===== config.mk =====
export PLATFORM = sky130hd
export DESIGN_NAME = surviving_page_row_ranges
export DESIGN_NICKNAME = d
export VERILOG_FILES = /design/src/design/spr_pkg.sv /design/src/design/surviving_page_row_ranges.sv /design/src/design/spr_opq.sv /design/src/design/spr_front.sv /design/src/design/spr_back.sv
export SDC_FILE = /design/constraint.sdc
export NUM_CORES = 2
export LEC_CHECK = 0
export BUFFER_PORTS_ARGS = -buffer_cell sky130_fd_sc_hd__buf_4
export CELL_PAD_IN_SITES_DETAIL_PLACEMENT = 2
export CELL_PAD_IN_SITES_GLOBAL_PLACEMENT = 2
export CORE_UTILIZATION = 48
export DETAILED_ROUTE_END_ITERATION = 10
export PLACE_DENSITY_LB_ADDON = 0.1
export RECOVER_POWER = 50
export SETUP_SLACK_MARGIN = 0.1
export SLEW_MARGIN = 20
export SYNTH_ARGS = -nofsm -noshare
export SYNTH_HDL_FRONTEND = slang
export SYNTH_SLANG_ARGS = --single-unit

===== constraint.sdc =====
create_clock -name clk -period 20.4 [get_ports clk]
set_clock_uncertainty 0.05 [all_clocks]
set_input_delay 1.02 -clock clk [delete_from_list [all_inputs] [get_ports clk]]
set_output_delay 1.02 -clock clk [all_outputs]
set_load 0.01 [all_outputs]

===== src/design/spr_pkg.sv =====
// spr_pkg: shared types and constants for the surviving page row range block
// no dependencies
package spr_pkg;

  // work steps that one accepted page hands from the front to the back
  typedef struct packed {
    logic resolve_prev;  // close the span of the previous kept page
    logic resolve_own;   // span of a kept last page, runs to the group size
    logic close_run;     // emit the closing item
  } step_t;

  localparam int STEP_BITS = $bits(step_t);
  localparam int OPQ_DEPTH = 4;
  localparam int OUT_DEPTH = 2;

endpackage


===== src/design/surviving_page_row_ranges.sv =====
// surviving_page_row_ranges: pages of a column chunk in, merged surviving row ranges out
// depends on spr_pkg, spr_front, spr_opq and spr_back
//
// Usage: pages enter on a queue-style port (push/full), one column chunk after another,
// each with its first row, a keep bit and a last-page flag. Results leave on a queue-style
// port (empty/pop): each merged range of kept rows, then one closing item with run_done set.
// If the closing item has corrupt set, every range of that run is to be discarded.
// group_rows is written through cfg_wr_en/cfg_wr_data; the user must do so only while
// the block is idle, which the block does not enforce. Throughput: one page per cycle
// while the step queue is not full. The front classifies each page into at most three
// back steps (resolve previous span, resolve own span, close); the back executes one
// step a cycle while the result queue has room. A page's steps are registered in the
// step queue and its results in the result queue, which drives the result ports.
// A four-entry step queue sits between front and back, a two-entry result queue at the
// output; when pop is held low the result queue fills, the back stops, and full rises
// once the step queue is full. Nothing is lost.
// Reset (rst, synchronous) empties both queues, clears the run state and sets group_rows
// to zero.
module surviving_page_row_ranges import spr_pkg::*; #(
  parameter int ROW_BITS = 63
) (
  input  logic                clk,
  input  logic                rst,
  input  logic                push,
  output logic                full,
  input  logic [ROW_BITS-1:0] page_first_row,
  input  logic                page_kept,
  input  logic                last_page,
  output logic                empty,
  input  logic                pop,
  output logic [ROW_BITS-1:0] range_start,
  output logic [ROW_BITS-1:0] range_rows,
  output logic                run_done,
  output logic                corrupt,
  input  logic                cfg_wr_en,
  input  logic [ROW_BITS-1:0] cfg_wr_data
);

  localparam int DW = STEP_BITS + 2 * ROW_BITS;

  logic [ROW_BITS-1:0] group_rows;
  logic                q_full;
  logic                q_wr;
  step_t               q_steps;
  logic [ROW_BITS-1:0] q_start;
  logic [ROW_BITS-1:0] q_first;
  logic [DW-1:0]       q_wdata;
  logic                q_rd;
  logic                q_valid;
  logic [DW-1:0]       q_rdata;
  step_t               rec_steps;
  logic [ROW_BITS-1:0] rec_start;
  logic [ROW_BITS-1:0] rec_first;

  always_ff @(posedge clk) begin
    if (rst) begin
      group_rows <= '0;
    end else if (cfg_wr_en) begin
      group_rows <= cfg_wr_data;
    end
  end

  spr_front #(.ROW_BITS(ROW_BITS)) u_front (
    .clk            (clk),
    .rst            (rst),
    .push           (push),
    .q_full         (q_full),
    .page_first_row (page_first_row),
    .page_kept      (page_kept),
    .last_page      (last_page),
    .full           (full),
    .q_wr           (q_wr),
    .q_steps        (q_steps),
    .q_start        (q_start),
    .q_first        (q_first)
  );

  assign q_wdata = {q_steps, q_start, q_first};

  spr_opq #(.DW(DW), .DEPTH(OPQ_DEPTH)) u_opq (
    .clk      (clk),
    .rst      (rst),
    .wr_en    (q_wr),
    .wr_data  (q_wdata),
    .full     (q_full),
    .rd_en    (q_rd),
    .rd_valid (q_valid),
    .rd_data  (q_rdata)
  );

  assign rec_steps = step_t'(q_rdata[DW-1 -: STEP_BITS]);
  assign rec_start = q_rdata[2*ROW_BITS-1 -: ROW_BITS];
  assign rec_first = q_rdata[ROW_BITS-1:0];

  spr_back #(.ROW_BITS(ROW_BITS)) u_back (
    .clk         (clk),
    .rst         (rst),
    .rec_valid   (q_valid),
    .rec_steps   (rec_steps),
    .rec_start   (rec_start),
    .rec_first   (rec_first),
    .group_rows  (group_rows),
    .rec_pop     (q_rd),
    .empty       (empty),
    .pop         (pop),
    .range_start (range_start),
    .range_rows  (range_rows),
    .run_done    (run_done),
    .corrupt     (corrupt)
  );

endmodule


===== src/design/spr_opq.sv =====
// spr_opq: small register queue between the front and the back
// depends on nothing but its parameters
module spr_opq #(
  parameter int DW    = 129,
  parameter int DEPTH = 4
) (
  input  logic          clk,
  input  logic          rst,
  input  logic          wr_en,
  input  logic [DW-1:0] wr_data,
  output logic          full,
  input  logic          rd_en,
  output logic          rd_valid,
  output logic [DW-1:0] rd_data
);

  localparam int AW = (DEPTH > 1) ? $clog2(DEPTH) : 1;
  localparam int CW = $clog2(DEPTH + 1);

  logic [DW-1:0] slots [DEPTH];
  logic [AW-1:0] wr_ptr;
  logic [AW-1:0] rd_ptr;
  logic [CW-1:0] count;
  logic          do_wr;
  logic          do_rd;

  assign full     = (count == CW'(DEPTH));
  assign rd_valid = (count != '0);
  assign rd_data  = slots[rd_ptr];
  assign do_wr    = wr_en && !full;
  assign do_rd    = rd_en && rd_valid;

  always_ff @(posedge clk) begin
    if (do_wr) begin
      slots[wr_ptr] <= wr_data;
    end
  end

  always_ff @(posedge clk) begin
    if (rst) begin
      wr_ptr <= '0;
      rd_ptr <= '0;
      count  <= '0;
    end else begin
      if (do_wr) begin
        wr_ptr <= (wr_ptr == AW'(DEPTH - 1)) ? '0 : wr_ptr + 1'b1;
      end
      if (do_rd) begin
        rd_ptr <= (rd_ptr == AW'(DEPTH - 1)) ? '0 : rd_ptr + 1'b1;
      end
      case ({do_wr, do_rd})
        2'b10:   count <= count + 1'b1;
        2'b01:   count <= count - 1'b1;
        default: count <= count;
      endcase
    end
  end

endmodule


===== src/design/spr_front.sv =====
// spr_front: accepts pages, tracks the unresolved page and decides the back's steps
// depends on spr_pkg
module spr_front import spr_pkg::*; #(
  parameter int ROW_BITS = 63
) (
  input  logic                clk,
  input  logic                rst,
  input  logic                push,
  input  logic                q_full,
  input  logic [ROW_BITS-1:0] page_first_row,
  input  logic                page_kept,
  input  logic                last_page,
  output logic                full,
  output logic                q_wr,
  output step_t               q_steps,
  output logic [ROW_BITS-1:0] q_start,
  output logic [ROW_BITS-1:0] q_first
);

  logic                prev_valid;
  logic                prev_kept;
  logic [ROW_BITS-1:0] prev_start;
  logic                take;

  assign full = q_full;
  assign take = push && !q_full;

  always_comb begin
    q_steps.resolve_prev = prev_valid && prev_kept;
    q_steps.resolve_own  = last_page && page_kept;
    q_steps.close_run    = last_page;
  end

  // a page that resolves nothing and does not close the run needs no back work
  assign q_wr    = take && (|q_steps);
  assign q_start = prev_start;
  assign q_first = page_first_row;

  always_ff @(posedge clk) begin
    if (take) begin
      prev_start <= page_first_row;
    end
  end

  always_ff @(posedge clk) begin
    if (rst) begin
      prev_valid <= 1'b0;
      prev_kept  <= 1'b0;
    end else if (take) begin
      prev_valid <= !last_page;
      prev_kept  <= !last_page && page_kept;
    end
  end

endmodule


===== src/design/spr_back.sv =====
// spr_back: runs span checks and merging one step a cycle while the result queue has room, holds the result queue
// depends on spr_pkg
module spr_back import spr_pkg::*; #(
  parameter int ROW_BITS = 63
) (
  input  logic                clk,
  input  logic                rst,
  input  logic                rec_valid,
  input  step_t               rec_steps,
  input  logic [ROW_BITS-1:0] rec_start,
  input  logic [ROW_BITS-1:0] rec_first,
  input  logic [ROW_BITS-1:0] group_rows,
  output logic                rec_pop,
  output logic                empty,
  input  logic                pop,
  output logic [ROW_BITS-1:0] range_start,
  output logic [ROW_BITS-1:0] range_rows,
  output logic                run_done,
  output logic                corrupt
);

  localparam int OW = $clog2(OUT_DEPTH + 1);
  localparam int PW = (OUT_DEPTH > 1) ? $clog2(OUT_DEPTH) : 1;

  // merge state
  logic                pend_valid;
  logic [ROW_BITS-1:0] pend_start;
  logic [ROW_BITS-1:0] pend_rows;
  logic [ROW_BITS-1:0] pend_end;
  logic                err;
  step_t               done_steps;

  // result queue
  logic [ROW_BITS-1:0] o_start [OUT_DEPTH];
  logic [ROW_BITS-1:0] o_rows  [OUT_DEPTH];
  logic                o_done  [OUT_DEPTH];
  logic                o_bad   [OUT_DEPTH];
  logic [PW-1:0]       o_wr_ptr;
  logic [PW-1:0]       o_rd_ptr;
  logic [OW-1:0]       o_count;

  step_t               remaining;
  step_t               sel;
  step_t               left_after;
  logic                fire;
  logic                do_resolve;
  logic [ROW_BITS-1:0] rs;
  logic [ROW_BITS-1:0] rn;
  logic                g_zero;
  logic                bad;
  logic [ROW_BITS-1:0] span_end;
  logic [ROW_BITS-1:0] cnt;
  logic                merge;
  logic                emit;
  logic [ROW_BITS-1:0] res_start;
  logic [ROW_BITS-1:0] res_rows;
  logic                res_done;
  logic                res_bad;
  logic                o_rd;

  always_comb begin
    remaining             = rec_steps & ~done_steps;
    sel.resolve_prev      = remaining.resolve_prev;
    sel.resolve_own       = !remaining.resolve_prev && remaining.resolve_own;
    sel.close_run         = !remaining.resolve_prev && !remaining.resolve_own &&
                            remaining.close_run;
    left_after            = remaining & ~sel;
    fire                  = rec_valid && (o_count != OW'(OUT_DEPTH));
    rec_pop               = fire && (left_after == '0);
    do_resolve            = sel.resolve_prev || sel.resolve_own;

    // previous page runs to this page's start, a last page to the group size
    rs       = sel.resolve_prev ? rec_start : rec_first;
    rn       = sel.resolve_prev ? rec_first : group_rows;
    g_zero   = (group_rows == '0);
    bad      = g_zero || (rn <= rs) || (rs >= group_rows);
    span_end = (rn < group_rows) ? rn : group_rows;
    cnt      = span_end - rs;
    merge    = pend_valid && (pend_end == rs);

    emit      = 1'b0;
    res_start = pend_start;
    res_rows  = pend_rows;
    res_done  = 1'b0;
    res_bad   = 1'b0;
    if (do_resolve) begin
      emit = !err && !bad && pend_valid && !merge;
    end else if (sel.close_run) begin
      emit     = 1'b1;
      res_done = 1'b1;
      if (err || g_zero) begin
        res_start = '0;
        res_rows  = '0;
        res_bad   = 1'b1;
      end else if (!pend_valid) begin
        res_start = '0;
        res_rows  = '0;
      end
    end
  end

  always_ff @(posedge clk) begin
    if (fire && do_resolve && !err && !bad) begin
      if (merge) begin
        pend_rows <= pend_rows + cnt;
      end else begin
        pend_start <= rs;
        pend_rows  <= cnt;
      end
      // contiguous spans: the merged end is always this span's end
      pend_end <= span_end;
    end
  end

  always_ff @(posedge clk) begin
    if (rst) begin
      pend_valid <= 1'b0;
      err        <= 1'b0;
      done_steps <= '0;
    end else if (fire) begin
      done_steps <= rec_pop ? step_t'('0) : (done_steps | sel);
      if (sel.close_run) begin
        pend_valid <= 1'b0;
        err        <= 1'b0;
      end else if (do_resolve && !err) begin
        if (bad) begin
          err <= 1'b1;
        end else begin
          pend_valid <= 1'b1;
        end
      end
    end
  end

  assign o_rd        = pop && !empty;
  assign empty       = (o_count == '0);
  assign range_start = o_start[o_rd_ptr];
  assign range_rows  = o_rows[o_rd_ptr];
  assign run_done    = o_done[o_rd_ptr];
  assign corrupt     = o_bad[o_rd_ptr];

  always_ff @(posedge clk) begin
    if (fire && emit) begin
      o_start[o_wr_ptr] <= res_start;
      o_rows[o_wr_ptr]  <= res_rows;
      o_done[o_wr_ptr]  <= res_done;
      o_bad[o_wr_ptr]   <= res_bad;
    end
  end

  always_ff @(posedge clk) begin
    if (rst) begin
      o_wr_ptr <= '0;
      o_rd_ptr <= '0;
      o_count  <= '0;
    end else begin
      if (fire && emit) begin
        o_wr_ptr <= (o_wr_ptr == PW'(OUT_DEPTH - 1)) ? '0 : o_wr_ptr + 1'b1;
      end
      if (o_rd) begin
        o_rd_ptr <= (o_rd_ptr == PW'(OUT_DEPTH - 1)) ? '0 : o_rd_ptr + 1'b1;
      end
      case ({fire && emit, o_rd})
        2'b10:   o_count <= o_count + 1'b1;
        2'b01:   o_count <= o_count - 1'b1;
        default: o_count <= o_count;
      endcase
    end
  end

endmodule


==> key figures <==
Synth
  – Syn Area/Cell: approximately 14 um^2
  – Syn Inst Count: ~4000
  – Count leader, synth: edfxtp_1
  – Share of the synthesized area in the top cell type: 56.2%
  – Synth unique cells: 82
  – Post-synth top flop: edfxtp_1
  – Synth top area cells: edfxtp_1, ha_1, mux4_2, mux2_2, dfxtp_1
  – Sequential element share of the synthesized area: between 50% and 60%
  – Cell taking the most area after synthesis: edfxtp_1
  – Number of synthesized flops with an enable pin: 1024
  – Async set-reset flop share out of synthesis: 0%
  – Post-Syn Nets: 4413
  – #FFs+latches synth: 1108
  – Mapped cell area: about 0.055 mm^2
  – Syn. warnings: 0
  – Commonest cells in the netlist: edfxtp_1, ha_1, a21oi_1, nor2_1, mux2_2

STA
  – Least-Margin Pin Slew: 4.64 ns
  – Slew headroom: -209%
  – Final Slew Violations: 717
  – Setup TNS: 0 ns
  – Crit path time final: around 15 ns
  – Final hold viol count: 0
  – Crit share post-route: 74.8%
  – RSZ-0062 raised after global routing: false
  – Final setup viols: 0
  – Max frequency: approximately 0.066 GHz

Routing
  – DR pass1 iterations: 5
  – Avg WL per Cell: 35.4 um
  – DRT antenna net count: 0
  – Via density: between 6 and 7
  – DRC Markers: 0
  – DR iter-0 viols: 3522
  – Routed WL: approximately 210 mm
  – DR vias: 37500

Critical path
  – Most used cell along the critical path: a21oi_1
  – Required time worst endpoint: approximately 21 ns
  – CP endpoint kind: flip-flop
  – Delay of the slowest critical-path stage: about 3.2 ns
  – Startpoint types: flip-flop
  – Critical path class: flip-flop to flip-flop
  – CP arrival: about 16 ns
  – Worst-path maximum fanout: 72
  – Slowest-stage cell, CP: clkbuf_1

Layout
  – Multi-input gate area: roughly 0.021 mm^2
  – Post-layout nets: about 4700
  – Share of layout cells above drive strength 1: between 10% and 20%
  – FF/Latch Area: 0.0324 mm^2
  – Filler cell count: slightly above 10000
  – Area Growth Syn to Fin: 12.8%

Die
  – Row cnt: between 100 and 150
  – Initial Util: ~49%
  – Core Region: approximately 0.11 mm^2
  – DIE HEIGHT: approximately 340 um
  – DIE AREA: 0.115 mm^2
  – Die X: 339 um
  – Total I/O pin count: 263

Global routing
  – Total grt overflow: 0
  – Global-route wire length before repair: 292 mm
  – Initial antenna violation count: 11
  – Vias in the first global route: 40300
  – Total Routing Usage GR: between 30% and 40%
  – Largest net degree at the start of global routing: 101

Clocking
  – TritonCTS clock tree: yes
  – Skew-Pair Late Insertion Delay: 0.77 ns
  – Post-CTS Hold Fix Bufs: 0
  – Post-CTS setup buffer count: 0
  – H-tree levels: 3
  – Clock sinks: 1108
  – Resize count post-CTS: 0
  – CTS Buffer Depth: 3
  – Root Driver: clkbuf_16
  – Clk slew on worst S/H paths: 0.08 ns
  – TritonCTS Buffers: approximately 120

Flow run
  – Max-Cap Viols: 16

Placed design
  – Placed wire-length estimate: 140 mm
  – GP Congestion: 0.924
  – # port buffers: about 260

Min path
  – HP Class: flip-flop to flip-flop
  – Worst Hold Launch: u_back.pend_valid

Outcome
  – Outcome: finished, violations left
  – Failing checks: capacitance limit, slew limit
[cell families (layout without fill, tap and decap cells)]
family / Yosys count / in the layout / share of synthesized area (%)
flip-flops: 1108 / 1108 / 59.3
multiplexers: 459 / 459 / 11.9
buffers and inverters: 334 / 712 / 2.55
other: 0 / 7 / 0
adder cells (fa/ha/maj): 331 / 331 / 7.62
AND/OR/NAND/NOR: 807 / 807 / 7.40
AO/OA/AOI/OAI: 729 / 729 / 8.29
XOR/XNOR: 181 / 181 / 2.94
[stage by stage]
stage	instances	util [%]	setup WS, ns	cell area (um^2)	hold WS (ns)
after global placement	5610	51.8	8.47	58300	0.393
after floorplan	3949	-	9.53	54700	0.386
final	5834	54.7	5.14	61700	0.430
after detailed placement	5610	51.8	8.15	58300	0.426
after CTS	5827	55.2	8.05	62200	0.404
after global routing	5833	54.7	4.55	61700	0.454
[cell usage in the layout (no fill, tap or decap), types with 129 or more instances in the layout]
cell type	synthesis	routed
a21oi_1	257	256
and2_1	136	130
buf_4	4	177
clkbuf_1	117	159
edfxtp_1	1024	1024
ha_1	328	328
inv_1	177	176
mux2_2	195	175
mux4_2	129	129
nand2_1	179	179
nor2_1	227	225
[registers in the layout, indices dropped and copies added, names as in the netlist, named ones only]
name / flops
group_rows: 63
u_back.done_steps: 3
u_back.err: 1
u_back.o_bad: 2
u_back.o_count: 2
u_back.o_done: 2
u_back.o_rd_ptr: 1
u_back.o_rows: 126
u_back.o_start: 126
u_back.o_wr_ptr: 1
u_back.pend_end: 63
u_back.pend_rows: 63
u_back.pend_start: 63
u_back.pend_valid: 1
u_front.prev_kept: 1
u_front.prev_valid: 1
u_front.q_start: 63
u_opq.count: 3
u_opq.rd_ptr: 2
u_opq.slots: 516
u_opq.wr_ptr: 2
[final timing paths]
| kind | end | slack, ns | depth (start not counted) |
|---|---|---|---|
| setup / recovery | u_back.pend_rows[58] | 5.14 | 36 |
| hold / removal | u_back.pend_valid | 0.43 | 2 |
| setup reg to reg | u_back.pend_rows[58] | 5.14 | 36 |
| hold reg to reg | u_back.pend_valid | 0.43 | 2 |
[routing by layer]
metal  global-route usage (%)  up-vias  share of wire, %
li1                         -    15600                 -
met1                     45.2    19500                39
met2                     58.8     1991                49
met3                     5.65      463               7.3
met4                     14.4        2               4.6
met5                        0        -            0.0053
[layout make-up]
type                       count  area share (%)
sequential                  1108            52.6
antenna                        7          0.0284
tap                         1500            3.04
clock buffer                 141            4.94
inverter                     177            1.08
clock inverter                76            1.35
timing repair buffer         318            3.07
multi-input combinational   2507            33.9
[worst max-delay path, delay by kind of cell, from the launching register on]
| kind | cells | cell delay [ns] |
|---|---|---|
| and+or+nand+nor | 5 | 1.14 |
| muxes | 3 | 1.40 |
| xor gates and xnor gates | 2 | 0.20 |
| buffers and inverters | 2 | 4.40 |
| AOI/OAI and AO/OA | 21 | 6.01 |
| adders and majority gates | 3 | 1.12 |
| DFF | 1 | 0.54 |
Power is left out: the tool's default activity adds up to more than one toggle a clock period on the data nets, which glitch-free logic cannot reach.
